===== config.mk =====
export PLATFORM = sky130hd
export DESIGN_NAME = utf8_text_to_key_slots_unit
export DESIGN_NICKNAME = d
export VERILOG_FILES = /design/src/design/utts_pkg.sv /design/src/design/utf8_text_to_key_slots_unit.sv /design/src/design/utts_decoder.sv /design/src/design/utts_cell.sv
export VERILOG_INCLUDE_DIRS = /design/src /design/src/design
export SDC_FILE = /design/constraint.sdc
export NUM_CORES = 2
export LEC_CHECK = 0
export ABC_AREA = 1
export ABC_CLOCK_PERIOD_IN_PS = 14120
export BUFFER_PORTS_ARGS = -buffer_cell sky130_fd_sc_hd__buf_2
export CAP_MARGIN = 20
export CORE_ASPECT_RATIO = 1.4
export CORE_MARGIN = 2
export CORE_UTILIZATION = 64
export DETAILED_ROUTE_END_ITERATION = 10
export HOLD_SLACK_MARGIN = 0.1
export PLACE_DENSITY = 0.8
export SYNTH_ARGS = -nofsm -noshare
export SYNTH_HDL_FRONTEND = slang
export SYNTH_HIERARCHICAL = 1
export SYNTH_SLANG_ARGS = --single-unit

===== constraint.sdc =====
create_clock -name clk_i -period 14.12 [get_ports clk_i]
set_input_delay 0.706 -clock clk_i [delete_from_list [all_inputs] [get_ports clk_i]]
set_output_delay 0.706 -clock clk_i [all_outputs]
set_load 0.05 [all_outputs]

===== src/design/utf8_text_to_key_slots_unit_macros.svh =====
// ----------------------------------------------------------------------------
// UTF-8 key slot unit: assertion macros
// Concurrent check helpers, empty when SYNTH is defined.
// ----------------------------------------------------------------------------
`ifndef UTF8_TEXT_TO_KEY_SLOTS_UNIT_MACROS_SVH
`define UTF8_TEXT_TO_KEY_SLOTS_UNIT_MACROS_SVH
`ifndef SYNTH
// The consequent must hold in the same cycle as the antecedent.
`define UTTS_ASSERT_SAME(label, pre, post) \
  label: assert property (@(posedge clk_i) disable iff (!rst_ni) (pre) |-> (post)) \
    else $error("utts: same-cycle check failed");
// The consequent must hold in the cycle after the antecedent.
`define UTTS_ASSERT_NEXT(label, pre, post) \
  label: assert property (@(posedge clk_i) disable iff (!rst_ni) (pre) |=> (post)) \
    else $error("utts: next-cycle check failed");
`else
`define UTTS_ASSERT_SAME(label, pre, post)
`define UTTS_ASSERT_NEXT(label, pre, post)
`endif
`endif


===== src/design/utts_pkg.sv =====
// ----------------------------------------------------------------------------
// UTF-8 key slot unit: shared package
// Sizes, status codes, the key code table and the types passed between blocks.
// ----------------------------------------------------------------------------
`default_nettype none

package utts_pkg;

  localparam int KEY_SLOTS   = 47;
  localparam int TABLE_DEPTH = 47;
  localparam int MAX_CHARS   = 256;
  localparam int CNT_W       = $clog2(MAX_CHARS + 1);
  localparam int CP_W        = 21;
  localparam int SLOT_W      = 6;
  localparam int KEY_W       = 6;
  localparam int BYTE_W      = 8;

  typedef enum logic [1:0] {
    ST_OK    = 2'd0,
    ST_BAD   = 2'd1,
    ST_LIMIT = 2'd2
  } status_e;

  // Printable evdev codes, one per slot.
  localparam logic [KEY_W-1:0] KEY_CODES [TABLE_DEPTH] = '{
    6'd2,  6'd3,  6'd4,  6'd5,  6'd6,  6'd7,  6'd8,  6'd9,  6'd10, 6'd11, 6'd12, 6'd13,
    6'd16, 6'd17, 6'd18, 6'd19, 6'd20, 6'd21, 6'd22, 6'd23, 6'd24, 6'd25, 6'd26, 6'd27,
    6'd30, 6'd31, 6'd32, 6'd33, 6'd34, 6'd35, 6'd36, 6'd37, 6'd38, 6'd39, 6'd40, 6'd41,
    6'd43, 6'd44, 6'd45, 6'd46, 6'd47, 6'd48, 6'd49, 6'd50, 6'd51, 6'd52, 6'd53
  };

  // What the decoder makes of one accepted byte.
  typedef struct packed {
    logic            chr;
    logic            err;
    status_e         status;
    logic [CP_W-1:0] cp;
    logic            eol;
  } dec_evt_t;

  // Command broadcast to every slot cell.
  typedef struct packed {
    logic [CP_W-1:0] cp;
    logic            alloc;
    logic            restart;
    logic            line_end;
  } cell_cmd_t;

endpackage

`default_nettype wire


===== src/design/utf8_text_to_key_slots_unit.sv =====
// ----------------------------------------------------------------------------
// UTF-8 text to key slot unit
// Decodes one line of UTF-8 text and gives every codepoint a key slot.
// ----------------------------------------------------------------------------
// Usage: text bytes enter on the input channel, one beat per byte, with
// last_byte_i set on the final byte of a line. Each byte that completes a
// character, and each byte at which an error is found, yields one result
// beat on the output channel; lead and inner continuation bytes yield none.
// A result with a nonzero status always ends the line, and the bytes that
// follow it up to the end of the line are swallowed. The consumer must drop
// a whole line whose last result carries an error.
// Throughput is one byte per clock cycle while the input is not stalled: the
// lookup compares the codepoint against every slot cell of the chain in
// parallel, and the update of the table lands in the same cycle. The result
// of an accepted byte is in the output register in the next cycle.
// The input is stalled only while the output register holds a result that
// the receiver is stalling; otherwise a new byte is taken every cycle.
// Reset empties the slot table, clears the character count and any open
// sequence, and drops a pending result. Every line starts with an empty
// table, so slot numbering restarts per line.
// ----------------------------------------------------------------------------
`default_nettype none
`include "utf8_text_to_key_slots_unit_macros.svh"

module utf8_text_to_key_slots_unit (
  input  logic                          clk_i,
  input  logic                          rst_ni,
  input  logic                          in_valid_i,
  output logic                          in_stall_o,
  input  logic [utts_pkg::BYTE_W-1:0]   text_byte_i,
  input  logic                          last_byte_i,
  output logic                          out_valid_o,
  input  logic                          out_stall_i,
  output logic [utts_pkg::CP_W-1:0]     code_point_o,
  output logic [utts_pkg::SLOT_W-1:0]   slot_index_o,
  output logic [utts_pkg::KEY_W-1:0]    key_code_o,
  output logic                          new_round_o,
  output logic [1:0]                    status_o,
  output logic                          end_of_line_o
);
  import utts_pkg::*;

  logic                in_acc;
  dec_evt_t            evt;
  cell_cmd_t           cmd;
  logic [KEY_SLOTS-1:0] cell_used;
  logic [KEY_SLOTS-1:0] cell_hit;
  logic [KEY_SLOTS-1:0] cell_front;
  logic                any_hit;
  logic                table_full;
  logic [SLOT_W-1:0]   slot_sel;
  logic [KEY_W-1:0]    key_sel;
  logic                res_go;

  logic                out_valid_q;
  logic [CP_W-1:0]     code_point_q;
  logic [SLOT_W-1:0]   slot_index_q;
  logic [KEY_W-1:0]    key_code_q;
  logic                new_round_q;
  status_e             status_q;
  logic                end_of_line_q;

  // The output register frees up in the same cycle as its beat is taken.
  assign in_stall_o = out_valid_q && out_stall_i;
  assign in_acc     = in_valid_i && !in_stall_o;

  utts_decoder u_decoder (
    .clk_i       (clk_i),
    .rst_ni      (rst_ni),
    .accept_i    (in_acc),
    .text_byte_i (text_byte_i),
    .last_byte_i (last_byte_i),
    .evt_o       (evt)
  );

  // A miss takes the next free cell; a miss on a full table restarts the round.
  assign any_hit    = |cell_hit;
  assign table_full = cell_used[KEY_SLOTS-1];

  always_comb begin
    cmd          = '0;
    cmd.cp       = evt.cp;
    cmd.alloc    = evt.chr && !any_hit && !table_full;
    cmd.restart  = evt.chr && !any_hit && table_full;
    cmd.line_end = in_acc && last_byte_i;
  end

  // Cells form a chain: each cell's in-use flag tells its neighbour whether
  // it has become the first free slot.
  for (genvar k = 0; k < KEY_SLOTS; k++) begin : g_cell
    if (k == 0) begin : g_head
      utts_cell u_cell (
        .clk_i       (clk_i),
        .rst_ni      (rst_ni),
        .cmd_i       (cmd),
        .prev_used_i (1'b1),
        .is_first_i  (1'b1),
        .used_o      (cell_used[k]),
        .hit_o       (cell_hit[k]),
        .frontier_o  (cell_front[k])
      );
    end else begin : g_body
      utts_cell u_cell (
        .clk_i       (clk_i),
        .rst_ni      (rst_ni),
        .cmd_i       (cmd),
        .prev_used_i (cell_used[k-1]),
        .is_first_i  (1'b0),
        .used_o      (cell_used[k]),
        .hit_o       (cell_hit[k]),
        .frontier_o  (cell_front[k])
      );
    end
  end

  // At most one cell is selected, so the slot number and key code can be
  // gathered with a plain OR over the cells.
  always_comb begin
    slot_sel = '0;
    key_sel  = '0;
    for (int k = 0; k < KEY_SLOTS; k++) begin
      if (cell_hit[k] || (cmd.alloc && cell_front[k])) begin
        slot_sel = slot_sel | SLOT_W'(k);
        key_sel  = key_sel | KEY_CODES[k];
      end
    end
    if (cmd.restart) begin
      slot_sel = '0;
      key_sel  = KEY_CODES[0];
    end
  end

  assign res_go = evt.chr || evt.err;

  always_ff @(posedge clk_i or negedge rst_ni) begin
    if (!rst_ni) begin
      out_valid_q <= 1'b0;
    end else if (res_go) begin
      out_valid_q <= 1'b1;
    end else if (!out_stall_i) begin
      out_valid_q <= 1'b0;
    end
  end

  always_ff @(posedge clk_i) begin
    if (res_go) begin
      code_point_q  <= evt.chr ? evt.cp : '0;
      slot_index_q  <= evt.chr ? slot_sel : '0;
      key_code_q    <= evt.chr ? key_sel : '0;
      new_round_q   <= cmd.restart;
      status_q      <= evt.status;
      end_of_line_q <= evt.eol;
    end
  end

  assign out_valid_o   = out_valid_q;
  assign code_point_o  = code_point_q;
  assign slot_index_o  = slot_index_q;
  assign key_code_o    = key_code_q;
  assign new_round_o   = new_round_q;
  assign status_o      = status_q;
  assign end_of_line_o = end_of_line_q;

  // Stored codepoints are distinct, so a lookup never hits twice.
  `UTTS_ASSERT_SAME(a_single_hit, 1'b1, $onehot0(cell_hit))
  // Occupied cells always form an unbroken run from slot zero.
  `UTTS_ASSERT_SAME(a_used_run, 1'b1, ((cell_used >> 1) & ~cell_used) == '0)
  // An error result always closes the line.
  `UTTS_ASSERT_SAME(a_err_eol, out_valid_o && status_o != ST_OK, end_of_line_o)
  // The last byte of a line leaves the table empty.
  `UTTS_ASSERT_NEXT(a_line_clear, in_acc && last_byte_i, cell_used == '0)

endmodule

`default_nettype wire


===== src/design/utts_decoder.sv =====
// ----------------------------------------------------------------------------
// UTF-8 key slot unit: byte decoder
// Assembles UTF-8 sequences, checks printability and counts characters.
// ----------------------------------------------------------------------------
`default_nettype none

module utts_decoder (
  input  logic                          clk_i,
  input  logic                          rst_ni,
  input  logic                          accept_i,
  input  logic [utts_pkg::BYTE_W-1:0]   text_byte_i,
  input  logic                          last_byte_i,
  output utts_pkg::dec_evt_t            evt_o
);
  import utts_pkg::*;

  localparam logic [BYTE_W-1:0] LEAD2_MASK = 8'hE0;
  localparam logic [BYTE_W-1:0] LEAD2_PAT  = 8'hC0;
  localparam logic [BYTE_W-1:0] LEAD2_DATA = 8'h1F;
  localparam logic [BYTE_W-1:0] LEAD3_MASK = 8'hF0;
  localparam logic [BYTE_W-1:0] LEAD3_PAT  = 8'hE0;
  localparam logic [BYTE_W-1:0] LEAD3_DATA = 8'h0F;
  localparam logic [BYTE_W-1:0] LEAD4_MASK = 8'hF8;
  localparam logic [BYTE_W-1:0] LEAD4_PAT  = 8'hF0;
  localparam logic [BYTE_W-1:0] LEAD4_DATA = 8'h07;
  localparam logic [BYTE_W-1:0] CONT_MASK  = 8'hC0;
  localparam logic [BYTE_W-1:0] CONT_PAT   = 8'h80;
  localparam logic [BYTE_W-1:0] CONT_DATA  = 8'h3F;
  localparam logic [CP_W-1:0]   CP_SPACE   = 21'h00020;
  localparam logic [CP_W-1:0]   CP_DEL     = 21'h0007F;
  localparam logic [CP_W-1:0]   CP_MAX     = 21'h10FFFF;
  localparam logic [CNT_W-1:0]  CHAR_LIMIT = CNT_W'(MAX_CHARS);

  logic [CP_W-1:0]  partial_q, partial_d;
  logic [1:0]       left_q, left_d;
  logic [CNT_W-1:0] count_q, count_d;
  logic             failed_q, failed_d;
  logic [CP_W-1:0]  pv_next;

  assign pv_next = {partial_q[CP_W-7:0], text_byte_i[5:0] & CONT_DATA[5:0]};

  always_comb begin
    logic            char_go;
    logic [CP_W-1:0] char_cp;
    logic            err_go;
    status_e         err_code;

    char_go   = 1'b0;
    char_cp   = '0;
    err_go    = 1'b0;
    err_code  = ST_BAD;
    evt_o     = '0;
    evt_o.status = ST_OK;
    evt_o.eol = last_byte_i;
    partial_d = partial_q;
    left_d    = left_q;
    count_d   = count_q;
    failed_d  = failed_q;

    if (accept_i && !failed_q) begin
      if (left_q == 2'd0) begin
        priority if (count_q >= CHAR_LIMIT) begin
          err_go   = 1'b1;
          err_code = ST_LIMIT;
        end else if (!text_byte_i[7]) begin
          char_go = 1'b1;
          char_cp = CP_W'(text_byte_i);
        end else if ((text_byte_i & LEAD2_MASK) == LEAD2_PAT) begin
          partial_d = CP_W'(text_byte_i & LEAD2_DATA);
          left_d    = 2'd1;
          err_go    = last_byte_i;
        end else if ((text_byte_i & LEAD3_MASK) == LEAD3_PAT) begin
          partial_d = CP_W'(text_byte_i & LEAD3_DATA);
          left_d    = 2'd2;
          err_go    = last_byte_i;
        end else if ((text_byte_i & LEAD4_MASK) == LEAD4_PAT) begin
          partial_d = CP_W'(text_byte_i & LEAD4_DATA);
          left_d    = 2'd3;
          err_go    = last_byte_i;
        end else begin
          err_go = 1'b1;
        end
      end else begin
        if ((text_byte_i & CONT_MASK) != CONT_PAT) begin
          err_go = 1'b1;
        end else begin
          partial_d = pv_next;
          left_d    = left_q - 2'd1;
          if (left_q == 2'd1) begin
            partial_d = '0;
            char_go   = 1'b1;
            char_cp   = pv_next;
          end else begin
            err_go = last_byte_i;
          end
        end
      end

      if (char_go) begin
        if (char_cp < CP_SPACE || char_cp == CP_DEL || char_cp > CP_MAX) begin
          err_go = 1'b1;
        end else begin
          evt_o.chr = 1'b1;
          evt_o.cp  = char_cp;
          count_d   = count_q + CNT_W'(1);
        end
      end

      if (err_go) begin
        evt_o.err    = 1'b1;
        evt_o.status = err_code;
        evt_o.eol    = 1'b1;
        failed_d     = 1'b1;
        left_d       = 2'd0;
        partial_d    = '0;
      end
    end

    // The final byte of a line always returns the line state to reset.
    if (accept_i && last_byte_i) begin
      partial_d = '0;
      left_d    = 2'd0;
      count_d   = '0;
      failed_d  = 1'b0;
    end
  end

  always_ff @(posedge clk_i or negedge rst_ni) begin
    if (!rst_ni) begin
      partial_q <= '0;
      left_q    <= 2'd0;
      count_q   <= '0;
      failed_q  <= 1'b0;
    end else begin
      partial_q <= partial_d;
      left_q    <= left_d;
      count_q   <= count_d;
      failed_q  <= failed_d;
    end
  end

endmodule

`default_nettype wire


===== src/design/utts_cell.sv =====
// ----------------------------------------------------------------------------
// UTF-8 key slot unit: slot cell
// Holds one table entry; its in-use flag fills from the neighbouring cell.
// ----------------------------------------------------------------------------
`default_nettype none

module utts_cell (
  input  logic                clk_i,
  input  logic                rst_ni,
  input  utts_pkg::cell_cmd_t cmd_i,
  input  logic                prev_used_i,
  input  logic                is_first_i,
  output logic                used_o,
  output logic                hit_o,
  output logic                frontier_o
);
  import utts_pkg::*;

  logic            used_q, used_d;
  logic [CP_W-1:0] entry_q;
  logic            write_en;

  assign used_o     = used_q;
  assign hit_o      = used_q && (entry_q == cmd_i.cp);
  // This cell is the next free slot when its neighbour is taken and it is not.
  assign frontier_o = prev_used_i && !used_q;
  assign write_en   = (cmd_i.alloc && frontier_o) || (cmd_i.restart && is_first_i);

  always_comb begin
    used_d = used_q;
    priority if (cmd_i.line_end) begin
      used_d = 1'b0;
    end else if (cmd_i.restart) begin
      used_d = is_first_i;
    end else if (write_en) begin
      used_d = 1'b1;
    end
  end

  always_ff @(posedge clk_i or negedge rst_ni) begin
    if (!rst_ni) begin
      used_q <= 1'b0;
    end else begin
      used_q <= used_d;
    end
  end

  always_ff @(posedge clk_i) begin
    if (write_en) begin
      entry_q <= cmd_i.cp;
    end
  end

endmodule

`default_nettype wire

### Word level (Yosys, flattened, before mapping)

Index checks and enable logic that the tools add are counted.
W data, S select, Z words.

| word-level totals | value |
|---|---|
| logic and storage cells | 1028 |
| register bits | 1099 |

| operators by class | value |
|---|---|
| multiplexer cells | 553 |
| add/sub/neg operators | 2 |
| reduce and logical (&&, ||, !) cells | 304 |
| equal/unequal tests | 59 |
| bitwise operators | 1 |
| magnitude comparators | 3 |

Operators with widths:

| kind | number |
|---|---|
| $eq A21 B21 Y1 | 47 |
| $mux W15 | 38 |
| $mux W21 | 20 |
| $mux W1 | 352 |
| $mux W6 | 36 |
| $mux W5 | 30 |
| $logic_and A1 B1 Y1 | 147 |
| $reduce_bool A3 Y1 | 47 |
| $mux W2 | 44 |
| $mux W9 | 7 |
| $mux W4 | 14 |
| $logic_or A1 B1 Y1 | 51 |
| $logic_not A1 Y1 | 50 |
| $reduce_or A47 Y1 | 1 |
| $mux W3 | 10 |
| $mux W26 | 1 |
| $eq A21 B7 Y1 const B | 1 |
| $gt A21 B21 Y1 const B | 1 |
| $lt A21 B6 Y1 const B | 1 |
| $add A9 B1 Y9 const B | 1 |
| $ge A9 B9 Y1 const B | 1 |
| $ne A4 B4 Y1 const B | 2 |
| $mux W7 | 1 |
| $ne A6 B6 Y1 const B | 1 |
| other kinds (15) | 18 |

### Longest topological paths before layout

| logic depth | value |
|---|---|
| depth after elaboration | 92 |
| gate-level depth with buffers | 36 |
| depth with buffers taken out | 32 |

### Cells and area by module

The synthesis kept the hierarchy.

Modules (own cells, without submodules):

| module | cells each | area each (um2) | times used |
|---|---|---|---|
| utts_cell | 135 | 1101.1 | 47 |
| utf8_text_to_key_slots_unit | 430 | 2849.0 | 1 |
| utts_decoder | 294 | 1973.1 | 1 |

### Worst setup path before layout

Ideal clock, no wire load.

| timing | value |
|---|---|
| path type | input -> register |
| from | in text_byte_i[6] (netlist bit) |
| to | reg g_cell[0].g_head.u_cell.entry_q[0] (enable) |
| cell stages on the path | 25 |
| path slack | 2.090 ns |
| arrival | 11.650 ns |
| setup time | 0.380 ns |
| cells stage by stage | inv_1 > nand2_1 > o21ai_4 > nand2_1 > nor2_1 > o21bai_4 > nor2_2 > inv_2 > buf_2 > a21oi_1 > nor2_1 > nor2_1 > nor2_1 > nand2_1 > nor2_1 > nand2_1 > nor2_2 > or2_1 > nor2_2 > nand2_2 > nor2_8 > buf_4 > nand2_1 > nor2_1 > a22o_1 |

RTL lines:

| item | line | source |
|---|---|---|
| start: declaration | utf8_text_to_key_slots_unit.sv:30 | `input logic [utts_pkg::BYTE_W-1:0] text_byte_i,` |
| end signal: assignment | utts_cell.sv:50 | `entry_q <= cmd_i.cp;` |
| end: declaration | utts_cell.sv:20 | `logic [CP_W-1:0] entry_q;` |

==> impl_metrics.py <==
metrics = {
    "pwr": {
        "leakage_nw": 28.9,
        "powerDensity_nw_per_um2": 114,
        "irDropWorstVdd_v": 0.000227,
    },
    "routing": {
        "drt-vias-per-instance": 5.24,
        "wl_per_cell_um": 16.8,
        "vias": 45100,
        "drc": 0,
        "drt-pass1-iter-count": 6,
        "wirelength_um": 144000,
        "ant_nets": 0,
        "drtIter0Drc": 4209,
    },
    "die": {
        "start_util": 0.643,
        "core_area_sq_um": 88000,
        "die_x_um": 255,
        "die_area_sq_um": 90800,
        "die_h_um": 356,
        "fp-row-count": 129,
        "io_pins": 52,
    },
    "yosys": {
        "yosys_warnings": 6,
        "synth_area_per_cell_sq_um": 8.00,
        "synth_top_area_frac": 0.544,
        "synth_top_family_by_area": "simple AND/OR/NAND/NOR gates",
        "synth-main-ff-cell": "edfxtp_1",
        "synth_edf_count": 1024,
        "synthSimpleGateAreaFrac": 0.259,
        "synth_xor_area_frac": 0.000619,
        "yosysTopAreaCell": "edfxtp_1",
        "synth_area_sq_um": 56600,
        "synthTopCellsByArea": "edfxtp_1 54%, nand2_1 16%, inv_1 11%, nor2_1 7.6%, dfrtp_1 3.3%",
        "synth_mux_area_frac": 0,
        "synthAdderAreaFrac": 0.000442,
        "ys_seq_elements": 1099,
        "synth-compound-area-share": 0.0469,
        "async_flop_share": 0.0682,
        "ys_types": 42,
        "ys_seq_area_frac": 0.577,
        "synthCells": 7069,
    },
    "timing": {
        "tns_ns": 0,
        "layout_setup_ws_ns": 5.35,
        "period_share": 0.621,
        "grt_setup_unrepaired": "false",
        "slew_headroom": 0.280,
        "clock_skew_ns": 0.0337,
        "timing.fmax_mhz": 114,
        "worst_hold_slack_ns": 0.125,
        "hold_viol": 0,
        "finalCriticalPeriod_ns": 8.77,
        "max_slew.worst_pin.slew_ns": 1.08,
        "setup_violations": 0,
        "maxSlewViolCount": 0,
    },
    "clock_network": {
        "tritoncts": "yes",
        "path_clk_slew_ns": 0.06,
        "ctsHoldBuffers": 0,
        "ctsRootBufferMaster": "clkbuf_16",
        "clk_latency_ns": 0.69,
        "cts_buffers": 102,
        "ctsResizeCount": 0,
        "cts.sinks": 1099,
        "post-cts-setup-buffers": 0,
        "clockBufferDepth": 3,
        "htreeDepth": 3,
    },
    "critical_path": {
        "critPathMaxFanout": 72,
        "cpPeakStageDelay_ns": 0.93,
        "crit_path_end_kind": "register",
        "critPathSlowestCell": "a22o_1",
        "cp.depth": 29,
        "r2r-end": "g_cell[5].g_body.u_cell/entry_q[14]",
        "ff2ff_path_depth": 29,
        "cp_num_buf_inv": 6,
        "critPathLaunchType": "register",
        "path_common_cell": "nor2_1",
        "cp_data_required_time_ns": 14.42,
        "critPathTopFamily": "simple AND/OR/NAND/NOR gates",
        "critPathKind": "register to register",
        "cp_data_arrival_time_ns": 9.07,
        "reg2reg_from": "u_decoder/left_q[1]",
        "rrSetupSlack_ns": 5.35,
    },
    "job": {
        "maxCapViolCount": 0,
    },
    "finish": {
        "drive_above_1_share": 0.0491,
        "fin_area_sq_um": 62400,
        "layout.nets": 7360,
        "final_cell_count_no_fill": 8613,
        "area_delta_synth_final_pct": 10.3,
        "fillerInstances": 6543,
    },
    "place": {
        "dp.cells": 8420,
        "numPortBuffers": 51,
        "gp_congestion": 0.901,
        "place_hpwl_um": 84800,
        "dp_slack_ns": 5.25,
        "placed_area_sq_um": 59100,
    },
    "status": {
        "status": "complete, no violations",
    },
    "grt": {
        "antenna_found_initial": 1,
        "overflow": 0,
        "grt_pass1_vias": 44400,
        "grt_use_total": 0.322,
        "grt_max_degree": 143,
        "grt_pass1_wl_um": 226000,
    },
    "hold_path": {
        "worst_hold_path_type": "input port to async pin",
    },
}
[worst max-delay path by stage]
stage	start	endpoint	slack, ns
finish	u_decoder/left_q[1]	g_cell[5].g_body.u_cell/entry_q[14]	5.35
floorplan	text_byte_i[6]	g_cell[0].g_head.u_cell/entry_q[0]	2.09
global placement	text_byte_i[6]	g_cell[2].g_body.u_cell/entry_q[8]	5.40
detailed placement	text_byte_i[6]	g_cell[46].g_body.u_cell/entry_q[3]	5.25
global route	u_decoder/left_q[1]	g_cell[46].g_body.u_cell/entry_q[1]	4.79
CTS	u_decoder/left_q[1]	g_cell[44].g_body.u_cell/entry_q[3]	5.50
[cell usage in the layout (no fill, tap or decap), types with 50 or more instances in the layout]
cell type | Yosys | final
nand2_1 | 2410 | 2410
inv_1 | 1702 | 1699
nor2_1 | 1138 | 1118
edfxtp_1 | 1024 | 1024
o21ai_0 | 201 | 201
clkbuf_16 | 0 | 104
a21oi_1 | 104 | 103
nand3_1 | 97 | 97
conb_1 | 2 | 95
o22ai_1 | 94 | 94
dfrtp_1 | 75 | 75
nor2_2 | 51 | 51
buf_2 | 6 | 50
[sequential cells by signal, summed over array words and instances (netlist names)]
name and flops:
u_decoder/partial_q 15, status_o 2, u_decoder/count_q 9, g_cell.g_body.u_cell/used_o 46
key_code_o 6, new_round_o 1, slot_index_o 6, g_cell.g_head.u_cell/entry_q 21
g_cell.g_body.u_cell/entry_q 966, out_valid_o 1, u_decoder/left_q 2, end_of_line_o 1
u_decoder/failed_q 1, g_cell.g_head.u_cell/used_o 1, code_point_o 21
[where the power goes]
group	switching (W)	internal, W
clock	0.00121	0.00153
sequential	0.0000452	0.00362
combinational	0.000584	0.000152
[routing by layer]
layer	GRT usage	routed length, um	up-vias	share of wire
met4	0.164	7240	0	0.050
met1	0.404	54900	20800	0.38
met3	0.0429	12000	434	0.083
li1	-	-	21900	-
met2	0.546	70300	1941	0.49
met5	0	0	-	0
[logic make-up (layout without fill, tap and decap cells)]
family                     Yosys count  in the layout
buffers and inverters             1735           2006
xor gates and xnor gates             4              4
and+or+nand+nor                   3766           3766
adders and majority gates            2              2
AOI/OAI and AO/OA                  461            461
DFF                               1099           1099
other                                2             96
[area by class of cell]
type | count | area (sq um) | area share
flip-flops and latches | 1099 | 32600 | 0.523
well taps | 1179 | 1480 | 0.0236
clock buffers | 140 | 2820 | 0.0451
diodes | 1 | 2.50 | 0.0000401
clock inverters | 52 | 467 | 0.00748
multi-input cells | 4328 | 17900 | 0.286
inverters | 1711 | 6430 | 0.103
repair buffers | 103 | 723 | 0.0116
[cell usage after synthesis (8+ instances only)]
cell type,n
nor2_2,51
nand2_1,2410
edfxtp_1,1024
a21oi_1,104
inv_2,8
nand4_1,38
nor2_1,1138
nand3_1,97
o22ai_1,94
dfrtp_1,75
inv_1,1702
a22o_1,47
o21ai_0,201
[stage by stage]
stage | power [W] | utilization
floorplan | 0.00427 | -
global placement | 0.00444 | 0.672
detailed placement | 0.00445 | 0.672
CTS | 0.00716 | 0.709
global route | 0.00736 | 0.709
finish | 0.00714 | 0.709
[worst reg2reg max path: cells and delay by family (launching register included)]
family / cells / cell delay, ns
simple gates: 20 / 3.69
buf+inv: 6 / 2.87
compound gates: 3 / 1.33
flops: 1 / 0.51
Note: power is estimated with default switching activity, not from simulation.
